$ cat src/kgd_pkg.sv
// Shared types and constants for the knob gesture decoder.
// Depends on nothing; every other file imports it.
`timescale 1ns / 1ps

package kgd_pkg;

    localparam int PosWidth   = 32;
    localparam int EventWidth = 3;

    typedef enum logic [EventWidth-1:0] {
        EV_NEXT = 3'd0,
        EV_PREV = 3'd1,
        EV_UP   = 3'd2,
        EV_DOWN = 3'd3,
        EV_PLAY = 3'd4
    } event_t;

    typedef enum logic {
        REG_DEVICE_PRESENT = 1'b0,
        REG_FLIP_KNOB      = 1'b1
    } cfg_index_t;

    // Commands from the controller to the datapath.
    typedef struct packed {
        logic capture;
        logic diff;
        logic plan;
        logic emit;
    } kgd_cmd_t;

    // Status from the datapath to the controller.
    typedef struct packed {
        logic poll_live;
        logic has_events;
        logic slot_free;
        logic final_event;
    } kgd_stat_t;

endpackage

$ cat src/kgd_ctrl.sv
// Sequencing state machine of the knob gesture decoder.
// Depends on kgd_pkg for the command and status structs.
`timescale 1ns / 1ps

module kgd_ctrl
    import kgd_pkg::*;
(
    input  logic      clk,
    input  logic      rst_n,
    input  logic      in_valid,
    output logic      in_ready,
    input  kgd_stat_t stat,
    output kgd_cmd_t  cmd
);

    typedef enum logic [1:0] {
        S_IDLE,
        S_DIFF,
        S_PLAN,
        S_EMIT
    } state_t;

    state_t state_reg;
    logic   in_ready_reg;
    logic   accept;

    assign accept   = in_valid && in_ready_reg;
    assign in_ready = in_ready_reg;

    always_comb
    begin
        cmd         = '0;
        cmd.capture = accept;
        cmd.diff    = (state_reg == S_DIFF);
        cmd.plan    = (state_reg == S_PLAN);
        cmd.emit    = (state_reg == S_EMIT);
    end

    always_ff @(posedge clk or negedge rst_n)
    begin
        if (!rst_n)
        begin
            state_reg    <= S_IDLE;
            in_ready_reg <= 1'b1;
        end
        else
        begin
            unique case (state_reg)
                S_IDLE:
                begin
                    // A poll without a pending interrupt or device is dropped here.
                    if (accept && stat.poll_live)
                    begin
                        state_reg    <= S_DIFF;
                        in_ready_reg <= 1'b0;
                    end
                end
                S_DIFF:
                begin
                    state_reg <= S_PLAN;
                end
                S_PLAN:
                begin
                    state_reg <= S_EMIT;
                end
                S_EMIT:
                begin
                    if (!stat.has_events || (stat.slot_free && stat.final_event))
                    begin
                        state_reg    <= S_IDLE;
                        in_ready_reg <= 1'b1;
                    end
                end
                default:
                begin
                    state_reg    <= S_IDLE;
                    in_ready_reg <= 1'b1;
                end
            endcase
        end
    end

endmodule

$ cat config.mk
export PLATFORM = sky130hd
export DESIGN_NAME = kgd_ctrl
export DESIGN_NICKNAME = d
export VERILOG_FILES = /design/src/kgd_pkg.sv /design/src/kgd_ctrl.sv
export SDC_FILE = /design/constraint.sdc
export NUM_CORES = 1
export LEC_CHECK = 0
export BUFFER_PORTS_ARGS = -buffer_cell sky130_fd_sc_hd__buf_2
export CAP_MARGIN = 10
export CORE_AREA = 5 5 42 44
export DETAILED_ROUTE_END_ITERATION = 7
export DIE_AREA = 0 0 47 49
export GPL_TIMING_DRIVEN = 1
export PLACE_DENSITY = 0.36
export SYNTH_ARGS = -nofsm -noshare
export SYNTH_HDL_FRONTEND = slang
export SYNTH_SLANG_ARGS = --single-unit
$ cat constraint.sdc
create_clock -name clk -period 2 [get_ports clk]
set_clock_uncertainty 0.1 [all_clocks]
set_input_delay 0.1 -clock clk [delete_from_list [all_inputs] [get_ports clk]]
set_output_delay 0.1 -clock clk [all_outputs]
set_load 0.02 [all_outputs]
==> results.sh <==
export IMPL_place_congestion=0.687
export IMPL_synth_seq_cells=3
export IMPL_crit_fanout=4
export IMPL_grt_max_degree=5
export IMPL_antenna_cells=0
export IMPL_crit_type="reg -> reg"
export IMPL_cts_root_buf="clkbuf_4"
export IMPL_power_density_nw_per_um2=1520
export IMPL_endpoint_kind="flip-flop"
export IMPL_floorplan_initialDensity_pct=16.9
export IMPL_syn_inst=22
export IMPL_ir_drop_uv=475
export IMPL_internal_power_w=0.000293
export IMPL_wl_per_cell_um=9.68
export IMPL_swShare_pct=43.4
export IMPL_fp_dieW_um=47
export IMPL_viasPerCell=3.91
export IMPL_timing_rr_end="state_reg[1]"
export IMPL_fp_dieH_um=49
export IMPL_clk_pin_slew_ps=40
export IMPL_die_area_um2=2300
export IMPL_fin_setup_tns_ps=0
export IMPL_cts_setup_buffers=0
export IMPL_syn_num_nets=34
export IMPL_worst_slew_pin_slew_ps=199
export IMPL_port_buffer_count=11
export IMPL_tritoncts="done"
export IMPL_detail_route_iter0_violations=0
export IMPL_yosysWarnings=0
export IMPL_ys_types=15
export IMPL_drt_met1_wl_um=203
export IMPL_overflow=0
export IMPL_first_global_vias=225
export IMPL_synth_area_um2=236
export IMPL_antenna_found_initial=0
export IMPL_final_nets=50
export IMPL_numCtsBuffers=3
export IMPL_rrSetupSlack_ps=500
export IMPL_reg2regPathDepth=4
export IMPL_final_hold_violation_count=0
export IMPL_power_total_w=0.000517
export IMPL_seq_power_share_pct=24.4
export IMPL_num_rows=14
export IMPL_grt_pass1_wl_um=897
export IMPL_routed_wl_um=513
export IMPL_cp_arrival_ps=1510
export IMPL_period_share_pct=75.1
export IMPL_drive_gt1_share_pct=45.9
export IMPL_syn_mean_instance_area_um2=10.7
export IMPL_drc_errors=0
export IMPL_max_freq_ghz=0.666
export IMPL_dr_pass1_iters=1
export IMPL_ant_nets=0
export IMPL_utilization_pct=24.3
export IMPL_setup_violations=0
export IMPL_drv_cap=0
export IMPL_cts_max_level=1
export IMPL_power_leakage_nw=0.181
export IMPL_hold_path_class="in -> async"
export IMPL_cts_sinks=3
export IMPL_place_hpwl_um=445
export IMPL_status="completed"
export IMPL_slew_headroom_pct=86.7
export IMPL_hold_slack_ps=91.5
export IMPL_fill_cells=166
export IMPL_cp_start_kind="flip-flop"
export IMPL_p_sw_w=0.000225
export IMPL_place_inst=48
export IMPL_period_minus_slack_ps=1500
export IMPL_final_cells=53
export IMPL_routed_top_layer="met3"
export IMPL_wl_met3_um=69
export IMPL_largest_reg_flops=2
export IMPL_area_growth_pct=43.9
export IMPL_p_comb_share_pct=55.4
export IMPL_track_usage_pct=5.30
export IMPL_worst_skew_pair_late_latency_ps=230
export IMPL_vias=207
export IMPL_route_met2_wl_um=240
export IMPL_r2r_start="state_reg[0]"
export IMPL_maxSlewViolCount=0
export IMPL_core_area_um2=1400
export IMPL_seq_area_frac_synth_pct=32.3
export IMPL_clkPwrFrac_pct=20.3
export IMPL_clock_path_buffers=2
export IMPL_crit_required_ps=2010
export IMPL_pin_count=12
export IMPL_rsz0062_at_grt="no"
-- power by group through the flow --
stage          logic (W)  clock network, W  registers, W
6_report        0.000286          0.000105      0.000126
4_1_cts         0.000295          0.000112      0.000126
3_3_place_gp    0.000290                 0      0.000123
2_1_floorplan   0.000217                 0      0.000130
3_5_place_dp    0.000294                 0      0.000126
5_1_grt         0.000329          0.000118      0.000132
-- per-layer routing --
layer | global-route usage [%] | vias up
met3 | 1.48 | 0
met2 | 7.24 | 8
met5 | 0 | -
met4 | 4.15 | 0
met1 | 6.65 | 95
li1 | - | 104
-- cells in the mapped netlist --
cell      n  area, um^2
mux2i_1   1        10.0
and2_1    1        6.26
a31oi_1   1        6.26
o21ai_0   1        5.00
dfrtp_1   2        50.1
ha_1      5        62.6
a21boi_2  1        11.3
buf_4     1        7.51
inv_1     3        11.3
o21a_1    1        7.51
nand3_1   1        5.00
dfstp_2   1        26.3
nor2_1    1        3.75
a22oi_2   1        12.5
mux2_1    1        11.3
-- repair_timing --
item / in CTS / in global routing
endpoints found under the hold margin: 3 / 0
hold buffers: 1 / 0
gates resized for setup: 0 / 0
setup endpoints to repair: 0 / 0
-- final cells by class --
class,count,area (um^2),share of cell area [%]
Clock buffer,4,26.3,7.72
Sequential cell,3,76.3,22.4
Inverter,3,11.3,3.31
Multi-Input combinational cell,15,141,41.5
Timing Repair Buffer,12,65.1,19.1
Tap cell,16,20.0,5.88
-- critical path, cell delays in order (launching register included) --
cell and delay, ps:
dfrtp_1 380, inv_1 110, ha_1 240, a22oi_2 210, mux2_1 340
-- placed cells by master (no fill, tap or decap) --
cell and n:
a21boi_2 1, a22oi_2 1, a31oi_1 1, and2_1 1, buf_2 11, clkbuf_1 1
clkbuf_4 3, dfrtp_1 2, dfstp_2 1, dlygate4sd3_1 1, ha_1 5, inv_1 3
mux2_1 1, mux2i_1 1, nand3_1 1, nor2_1 1, o21a_1 1, o21ai_0 1
-- kinds of logic after synthesis --
family	after synthesis	synth area share [%]
AO/OA/AOI/OAI	5	18.0
adder cells (fa/ha/maj)	5	26.5
buffers and inverters	4	7.94
AND/OR/NAND/NOR	3	6.35
flip-flops	3	32.3
multiplexers	2	8.99
-- per-stage QoR --
step / setup slack (ps) / cell area (um^2)
final: 498 / 340
after global routing: 414 / 340
after floorplan: 549 / 236
after CTS: 493 / 340
after global placement: 544 / 304
after detailed placement: 494 / 304
-- how the worst max path moves through the flow --
stage | end | depth (start not counted) | slack, ps | startpoint
CTS | state_reg[1] | 4 | 490 | state_reg[0]
global route | state_reg[1] | 4 | 410 | state_reg[0]
detailed placement | state_reg[1] | 4 | 490 | state_reg[0]
global placement | state_reg[1] | 4 | 540 | state_reg[0]
finish | state_reg[1] | 4 | 500 | state_reg[0]
floorplan | state_reg[1] | 3 | 550 | state_reg[0]
Note: power is estimated with default switching activity, not from simulation.
