==> src/kgd_pkg.sv <==
// Shared types and constants for the knob gesture decoder.
// Depends on nothing; every other file imports it.
`timescale 1ns / 1ps

package kgd_pkg;

    localparam int PosWidth   = 32;
    localparam int EventWidth = 3;

    typedef enum logic [EventWidth-1:0] {
        EV_NEXT = 3'd0,
        EV_PREV = 3'd1,
        EV_UP   = 3'd2,
        EV_DOWN = 3'd3,
        EV_PLAY = 3'd4
    } event_t;

    typedef enum logic {
        REG_DEVICE_PRESENT = 1'b0,
        REG_FLIP_KNOB      = 1'b1
    } cfg_index_t;

    // Commands from the controller to the datapath.
    typedef struct packed {
        logic capture;
        logic diff;
        logic plan;
        logic emit;
    } kgd_cmd_t;

    // Status from the datapath to the controller.
    typedef struct packed {
        logic poll_live;
        logic has_events;
        logic slot_free;
        logic final_event;
    } kgd_stat_t;

endpackage

==> src/kgd_dp.sv <==
// Datapath of the knob gesture decoder: poll state, turn planning and the
// output register. Depends on kgd_pkg.
`timescale 1ns / 1ps

module kgd_dp
    import kgd_pkg::*;
#(
    parameter int MAX_VOLUME_STEPS = 63
)(
    input  logic                       clk,
    input  logic                       rst_n,
    input  logic                       cfg_we,
    input  logic                       cfg_index,
    input  logic                       cfg_data,
    input  logic                       int_pending,
    input  logic signed [PosWidth-1:0] encoder_position,
    input  logic                       button_pressed,
    input  kgd_cmd_t                   cmd,
    output kgd_stat_t                  stat,
    output logic                       out_valid,
    input  logic                       out_ready,
    output logic [EventWidth-1:0]      event_res,
    output logic                       last
);

    localparam int CntWidth = $clog2(MAX_VOLUME_STEPS + 1);
    localparam logic [PosWidth-1:0] MaxSteps = PosWidth'(MAX_VOLUME_STEPS);

    logic                  device_present_reg;
    logic                  flip_knob_reg;
    logic [PosWidth-1:0]   pos_reg;
    logic                  pressed_reg;
    logic [PosWidth-1:0]   delta_reg;
    logic [PosWidth-1:0]   last_position_reg;
    logic                  last_button_reg;
    logic                  rotated_reg;
    logic [CntWidth-1:0]   rem_reg;
    logic                  play_reg;
    event_t                turn_code_reg;
    logic                  out_valid_reg;
    event_t                out_event_reg;
    logic                  out_last_reg;

    logic                  neg;
    logic [PosWidth-1:0]   mag;
    logic                  turned;
    logic                  track;
    logic                  rotated_next;
    logic [CntWidth-1:0]   rem_next;
    event_t                turn_code_next;
    logic                  play_next;
    logic                  load;

    always_comb
    begin
        neg    = delta_reg[PosWidth-1];
        mag    = neg ? (PosWidth'(0) - delta_reg) : delta_reg;
        turned = (delta_reg != '0);
        track  = pressed_reg ^ flip_knob_reg;

        rem_next       = '0;
        turn_code_next = neg ? EV_DOWN : EV_UP;
        if (turned)
        begin
            if (track)
            begin
                rem_next       = CntWidth'(1);
                turn_code_next = neg ? EV_PREV : EV_NEXT;
            end
            else if (mag > MaxSteps)
            begin
                rem_next = CntWidth'(MAX_VOLUME_STEPS);
            end
            else
            begin
                rem_next = mag[CntWidth-1:0];
            end
        end

        // A turn while held marks the gesture; a fresh press starts it over.
        rotated_next = rotated_reg || (turned && pressed_reg);
        if (pressed_reg && !last_button_reg)
        begin
            rotated_next = 1'b0;
        end
        play_next = !pressed_reg && last_button_reg && !rotated_next;
    end

    assign load = cmd.emit && stat.has_events && stat.slot_free;

    always_comb
    begin
        stat             = '0;
        stat.poll_live   = int_pending && device_present_reg;
        stat.has_events  = (rem_reg != '0) || play_reg;
        stat.slot_free   = !out_valid_reg || out_ready;
        stat.final_event = ((rem_reg == CntWidth'(1)) && !play_reg)
                           || ((rem_reg == '0) && play_reg);
    end

    always_ff @(posedge clk or negedge rst_n)
    begin
        if (!rst_n)
        begin
            device_present_reg <= 1'b0;
            flip_knob_reg      <= 1'b0;
            last_position_reg  <= '0;
            last_button_reg    <= 1'b0;
            rotated_reg        <= 1'b0;
            rem_reg            <= '0;
            play_reg           <= 1'b0;
            out_valid_reg      <= 1'b0;
        end
        else
        begin
            if (cfg_we)
            begin
                unique case (cfg_index_t'(cfg_index))
                    REG_DEVICE_PRESENT: device_present_reg <= cfg_data;
                    REG_FLIP_KNOB:      flip_knob_reg      <= cfg_data;
                    default:            device_present_reg <= device_present_reg;
                endcase
            end
            if (cmd.plan)
            begin
                last_position_reg <= pos_reg;
                last_button_reg   <= pressed_reg;
                rotated_reg       <= rotated_next;
                rem_reg           <= rem_next;
                play_reg          <= play_next;
            end
            else if (load)
            begin
                if (rem_reg != '0)
                begin
                    rem_reg <= rem_reg - CntWidth'(1);
                end
                else
                begin
                    play_reg <= 1'b0;
                end
            end
            if (load)
            begin
                out_valid_reg <= 1'b1;
            end
            else if (out_ready)
            begin
                out_valid_reg <= 1'b0;
            end
        end
    end

    always_ff @(posedge clk)
    begin
        if (cmd.capture)
        begin
            pos_reg     <= encoder_position;
            pressed_reg <= button_pressed;
        end
        if (cmd.diff)
        begin
            delta_reg <= pos_reg - last_position_reg;
        end
        if (cmd.plan)
        begin
            turn_code_reg <= turn_code_next;
        end
        if (load)
        begin
            // Turn events go out before a play/pause event.
            out_event_reg <= (rem_reg != '0) ? turn_code_reg : EV_PLAY;
            out_last_reg  <= stat.final_event;
        end
    end

    assign out_valid = out_valid_reg;
    assign event_res = out_event_reg;
    assign last      = out_last_reg;

endmodule

==> config.mk <==
export PLATFORM = sky130hd
export DESIGN_NAME = kgd_dp
export DESIGN_NICKNAME = d
export VERILOG_FILES = /design/src/kgd_pkg.sv /design/src/kgd_dp.sv
export SDC_FILE = /design/constraint.sdc
export NUM_CORES = 1
export LEC_CHECK = 0
export BUFFER_PORTS_ARGS = -buffer_cell sky130_fd_sc_hd__buf_2
export CORE_MARGIN = 2
export CORE_UTILIZATION = 40
export DETAILED_ROUTE_END_ITERATION = 8
export PLACE_DENSITY = 0.59
export RECOVER_POWER = 25
export SKIP_CTS_REPAIR_TIMING = 1
export SYNTH_ARGS = -nofsm -noshare
export SYNTH_HDL_FRONTEND = slang
export SYNTH_SLANG_ARGS = --single-unit
==> constraint.sdc <==
create_clock -name clk -period 3.3 [get_ports clk]
set_clock_uncertainty 0.05 [all_clocks]
set_input_delay 0.825 -clock clk [delete_from_list [all_inputs] [get_ports clk]]
set_output_delay 0.825 -clock clk [all_outputs]
set_load 0.005 [all_outputs]
==> results of run 1 <==
## where the power goes
part	internal (mW)	leakage [nW]	switching [mW]	total, mW
sequential	1.79	1.22	0.208	2.00
combinational	0.490	1.72	0.626	1.12
clock	1.18	0.274	0.633	1.81
total	3.46	3.22	1.47	4.93
## cells by family after synthesis
kind of cell / count (synthesis)
and+or+nand+nor: 201
xor gates and xnor gates: 33
adders and majority gates: 36
DFF: 115
AOI/OAI and AO/OA: 184
buffers and inverters: 67
muxes: 9
## layer usage
layer,share of wire [%],wire length (um),global-route usage (%)
met1,47,6890,23.2
met2,46,6770,28.0
met3,3.5,517,3.58
met4,3.0,442,8.96
met5,0,0,0
## placed cells by master (no fill, tap or decap), types with 4 or more instances in the layout
cell type and instances:
edfxtp_1 71, nand3_1 9, and2_1 8, clkbuf_1 6, a21oi_1 38, nor3_1 14, buf_4 14, o22a_1 4
o31ai_1 9, o211ai_1 8, dfrtp_1 44, nor2_1 46, clkbuf_16 17, nand2b_1 9, or3_1 6, xnor2_1 26
mux2_2 6, o21ai_0 47, o21a_1 4, nor2b_1 7, a211oi_1 6, a31oi_1 9, nor4_1 10, nand2_1 56
ha_1 35, clkinv_2 4, buf_2 51, and3_1 8, inv_1 52, nand4_1 9, a21o_1 17, xor2_1 7
o22ai_1 8
## metrics by stage
stage	util (%)	instances	instance area, sq um
final	48.3	945	7730
after detailed placement	44.7	913	7150
after global placement	44.7	913	7150
after floorplan	-	645	6570
after global routing	48.3	945	7730
after CTS	48.3	945	7730
## worst paths after layout
check                       startpoint                     to  slack, ps  cells past startpoint
max                         pos_reg[4]          delta_reg[31]        200                     10
min reg2reg                rotated_reg               play_reg        430                      1
min                        rotated_reg               play_reg        430                      1
max in group asynchronous        rst_n  last_position_reg[28]        940                      1
max reg2reg                 pos_reg[4]          delta_reg[31]        200                     10
min in group asynchronous        rst_n             rem_reg[5]       1010                      1
## synthesized netlist by cell type, types with 10 or more instances
cell type  instances
edfxtp_1          71
nand2_1           56
inv_1             52
o21ai_0           47
nor2_1            46
dfrtp_1           44
a21oi_1           38
ha_1              35
xnor2_1           26
a21o_1            17
nor3_1            14
clkbuf_1          11
nor4_1            10
## layout make-up
type | count | area (sq um)
clock buffer | 21 | 440
clock inverter | 11 | 136
fill | 1541 | 8270
inverter | 52 | 195
multi-input combinational | 463 | 3090
sequential | 115 | 3230
tap | 216 | 270
timing repair buffer | 67 | 368
==> impl_metrics.ini, run 1 <==
[global_routing]
grt_pass1_wl_um = 24900
antenna_found_initial = 0
overflow = 0
grt_pass1_vias = 5012
grt_max_degree = 74
track_usage_pct = 17.7

[power_and_ir_drop]
power_leakage_nw = 3.22
irDropWorstVdd_mv = 0.351
finalPower_mw = 4.93
power.density_nw_per_um2 = 637

[clock_network]
path_clk_slew_ps = 50
cts_tree = done
cts_root_buffer = clkbuf_16
insertion_delay_ps = 420
cts_buffers = 17
cts_sinks = 115
htreeDepth = 4
cts.path.max_buffers = 2

[drt]
ant_nets = 0
dr.pass1.iters = 5
wire_per_inst_um = 15.5
via_per_inst = 5.39
finalWirelength_um = 14600
dr.first_iter.drc_count = 315
drt_drc_violations_left = 0
num_vias = 5089

[logic_synthesis]
synthMuxAreaShare_pct = 1.48
synth_edf_count = 71
synth_area_leaders = edfxtp_1, dfrtp_1, ha_1
ys_ff_latch = 115
synth_fp_nets = 725
synth_top_family_by_area = compound AO/OA/AOI/OAI gates
ys.flop_type = edfxtp_1
yosysTopAreaCell = edfxtp_1
ys.warnings.count = 0
synth_area_sq_um = 6570
synthAdderAreaFrac_pct = 6.97
yosys.area_share.simple_pct = 15.8
synth-async-reset-ratio_pct = 38.3
synth_xor_area_share_pct = 4.40
netlist_instances = 645
seq_area_frac_synth_pct = 49.2
yosysUniqueCellTypes = 70
yosysTopAreaCellShare_pct = 32.4
synth-compound-area-share_pct = 18.2
synth_area_per_cell_sq_um = 10.2

[min_path]
hold_path.class = reg -> reg

[final_layout]
layout-drive-gt1-share_pct = 15.8
fin_nets = 796
area_growth_pct = 17.6
diodes = 0

[setup_path]
cp_cell_sequence = ha_1, a21o_1, or3_1, o221a_2, a31o_2, a2111oi_1, buf_4, o31ai_1, a21oi_1, xnor2_1
start_kind = register
crit_path_end_kind = register
cp.required_ps = 3410
cp_data_arrival_time_ps = 3210
cpMaxStageDelayCell = a2111oi_1
cp_num_buf_inv = 1
worstPathMaxFanout = 5
criticalPathCategory = reg -> reg
max_stage_delay_ps = 390
cp_top_family = compound AO/OA/AOI/OAI gates

[die]
coreArea_sq_um = 16000
std_cell_rows = 46
die_area_sq_um = 17500
num_io_pins = 53
die_y_um = 132
die_w_um = 132
start_util_pct = 41.1

[timing]
post-route-min-period_ps = 3100
tightest_slew_ps = 2190
fin_ws_ps = 200
fmax_mhz = 323
rsz0062_at_grt = false
finalSetupViolations = 0
fin_crit_sh_pct = 93.9
drv_slew = 36
final.setup.tns_ps = 0
fin_hold_ws_ps = 432
hold_viol_final = 0
slew_headroom_pct = -46.1

[flow_run]
timing.max_cap.violations = 1

[status]
status = finished, violations left
violations = capacitance limit, slew limit

[placement]
hpwl_um = 10800
place.gp.congestion = 0.882
io_buffers = 52
place_ws_ps = 167
Note: power is estimated with default switching activity, not from simulation.
==> inputs of run 2 (changes only) <==
Settings changed: CTS_BUF_LIST from default to sky130_fd_sc_hd__clkbuf_4 sky130_fd_sc_hd__clkbuf_8.
==> run 2 against run 1 <==
The run still ends with capacitance limit, slew limit left; clock power down 26%; die area unchanged; non-clock buffer count unchanged; critical path depth unchanged; via count down 0.16%; routed wire length down 0.64%; power down 9.7%; sequential cell count unchanged; worst hold slack better by 8.7 ps; sequential share of layout area up 1.0 points; global-route usage down 0.24 points; cell count unchanged; critical path type unchanged; critical endpoint unchanged.
==> impl_metrics.ini, run 2 (synthesis gave the netlist of run 1 again) <==
[timing]
finalSetupViolations = 0
hold_viol_final = 0
tightest_slew_ps = 2170
fin_crit_sh_pct = 94.0
fmax_mhz = 322
post-route-min-period_ps = 3100
final.setup.tns_ps = 0
rsz0062_at_grt = false
slew_headroom_pct = -44.9
fin_ws_ps = 199
drv_slew = 36

[setup_path]
ff2ff_setup_slack_ps = 200
cp_data_arrival_time_ps = 3240
r2r_end = delta_reg[31]
start_kind = register
criticalPathCategory = reg -> reg
cp.required_ps = 3440
worstReg2RegStart = pos_reg[4]
reg2regPathDepth = 10
critPathCapture = delta_reg[31]
cp-startpoint = pos_reg[4]
worstPathMaxFanout = 5
crit_path_end_kind = register

[clock_network]
cts.path.max_buffers = 2
cts_buffers = 17
cts_sinks = 115
path_clk_slew_ps = 70
htreeDepth = 4
insertion_delay_ps = 440
cts_root_buffer = clkbuf_8
cts_tree = done

[status]
status = finished, violations left
violations = capacitance limit, slew limit

[flow_run]
timing.max_cap.violations = 1

[global_routing]
grt_pass1_wl_um = 24700
track_usage_pct = 17.5
overflow = 0
antenna_found_initial = 0
grt_max_degree = 74
grt_pass1_vias = 5020

[die]
start_util_pct = 41.1
die_w_um = 132
die_y_um = 132
coreArea_sq_um = 16000
std_cell_rows = 46
die_area_sq_um = 17500
num_io_pins = 53

[placement]
place.gp.congestion = 0.882
io_buffers = 52
dp_cells = 913
place_ws_ps = 167
hpwl_um = 10800

[final_layout]
layout-drive-gt1-share_pct = 16.3
fin_nets = 796
layout_common_cells = edfxtp_1, nand2_1, inv_1, buf_2, o21ai_0
diodes = 0
area_growth_pct = 14.8
final_cell_count_no_fill = 945
final_common_cell = edfxtp_1
fill_cells = 1565

[drt]
ant_nets = 0
finalWirelength_um = 14500
drt_drc_violations_left = 0
dr.first_iter.drc_count = 323
via_per_inst = 5.38
num_vias = 5081
wire_per_inst_um = 15.4
dr.pass1.iters = 6

[power_and_ir_drop]
finalPower_mw = 4.45
power_leakage_nw = 3.13
irDropWorstVdd_mv = 0.254
power.density_nw_per_um2 = 589

[min_path]
hold_path.class = reg -> reg
run 2: changes by cell type in the layout (fill, tap and decap cells not counted):
cell / change
nor3_4: -1
clkbuf_4: +4
clkbuf_8: +17
nor3_2: +1
clkbuf_16: -17
clkbuf_1: -4
run 2: final cells by class:
cell class / instances / area, sq um / share of cell area [%]
clock buffers: 21 / 264 / 3.50
repair buffers: 67 / 368 / 4.87
multi-input cells: 463 / 3080 / 40.8
well taps: 216 / 270 / 3.58
inverters: 52 / 195 / 2.59
flip-flops and latches: 115 / 3230 / 42.8
clock inverters: 11 / 136 / 1.81
run 2: worst min path at each step:
stage / start / to / slack [ps] / cells past startpoint
2_1_floorplan: rotated_reg / play_reg / 370 / 1
3_3_place_gp: rotated_reg / play_reg / 390 / 1
3_5_place_dp: rotated_reg / play_reg / 420 / 1
4_1_cts: rotated_reg / play_reg / 430 / 1
5_1_grt: rotated_reg / play_reg / 460 / 1
6_report: pos_reg[28] / last_position_reg[28] / 440 / 2
run 2: worst max-delay path, cell delays in order (launching register included):
cell,delay [ps]
edfxtp_1,390
ha_1,370
a21o_1,230
or3_1,320
o221a_2,320
a31o_2,260
a2111oi_1,390
buf_4,180
o31ai_1,70
a21oi_1,180
xnor2_1,80
run 2: per-layer routing:
| layer | global-route usage (%) | wire length, um | vias to the layer above |
|---|---|---|---|
| met1 | 22.8 | 6820 | 2388 |
| met3 | 4.50 | 627 | 29 |
| met2 | 27.5 | 6740 | 137 |
| met4 | 7.53 | 345 | 0 |
| met5 | 0 | 0 | - |
| li1 | - | - | 2527 |
run 2: report_power, final:
group | switching [mW] | internal [mW] | leakage (nW) | total (mW)
sequential | 0.208 | 1.79 | 1.22 | 2.00
combinational | 0.622 | 0.490 | 1.71 | 1.11
clock | 0.568 | 0.770 | 0.201 | 1.34
total | 1.40 | 3.05 | 3.13 | 4.45
run 2: metrics by stage:
stage / instance area [sq um] / utilization, % / hold WS (ps)
after floorplan: 6570 / - / 370
after global placement: 7150 / 44.7 / 386
after detailed placement: 7150 / 44.7 / 420
after CTS: 7550 / 47.2 / 428
after global routing: 7550 / 47.2 / 462
final: 7550 / 47.2 / 441
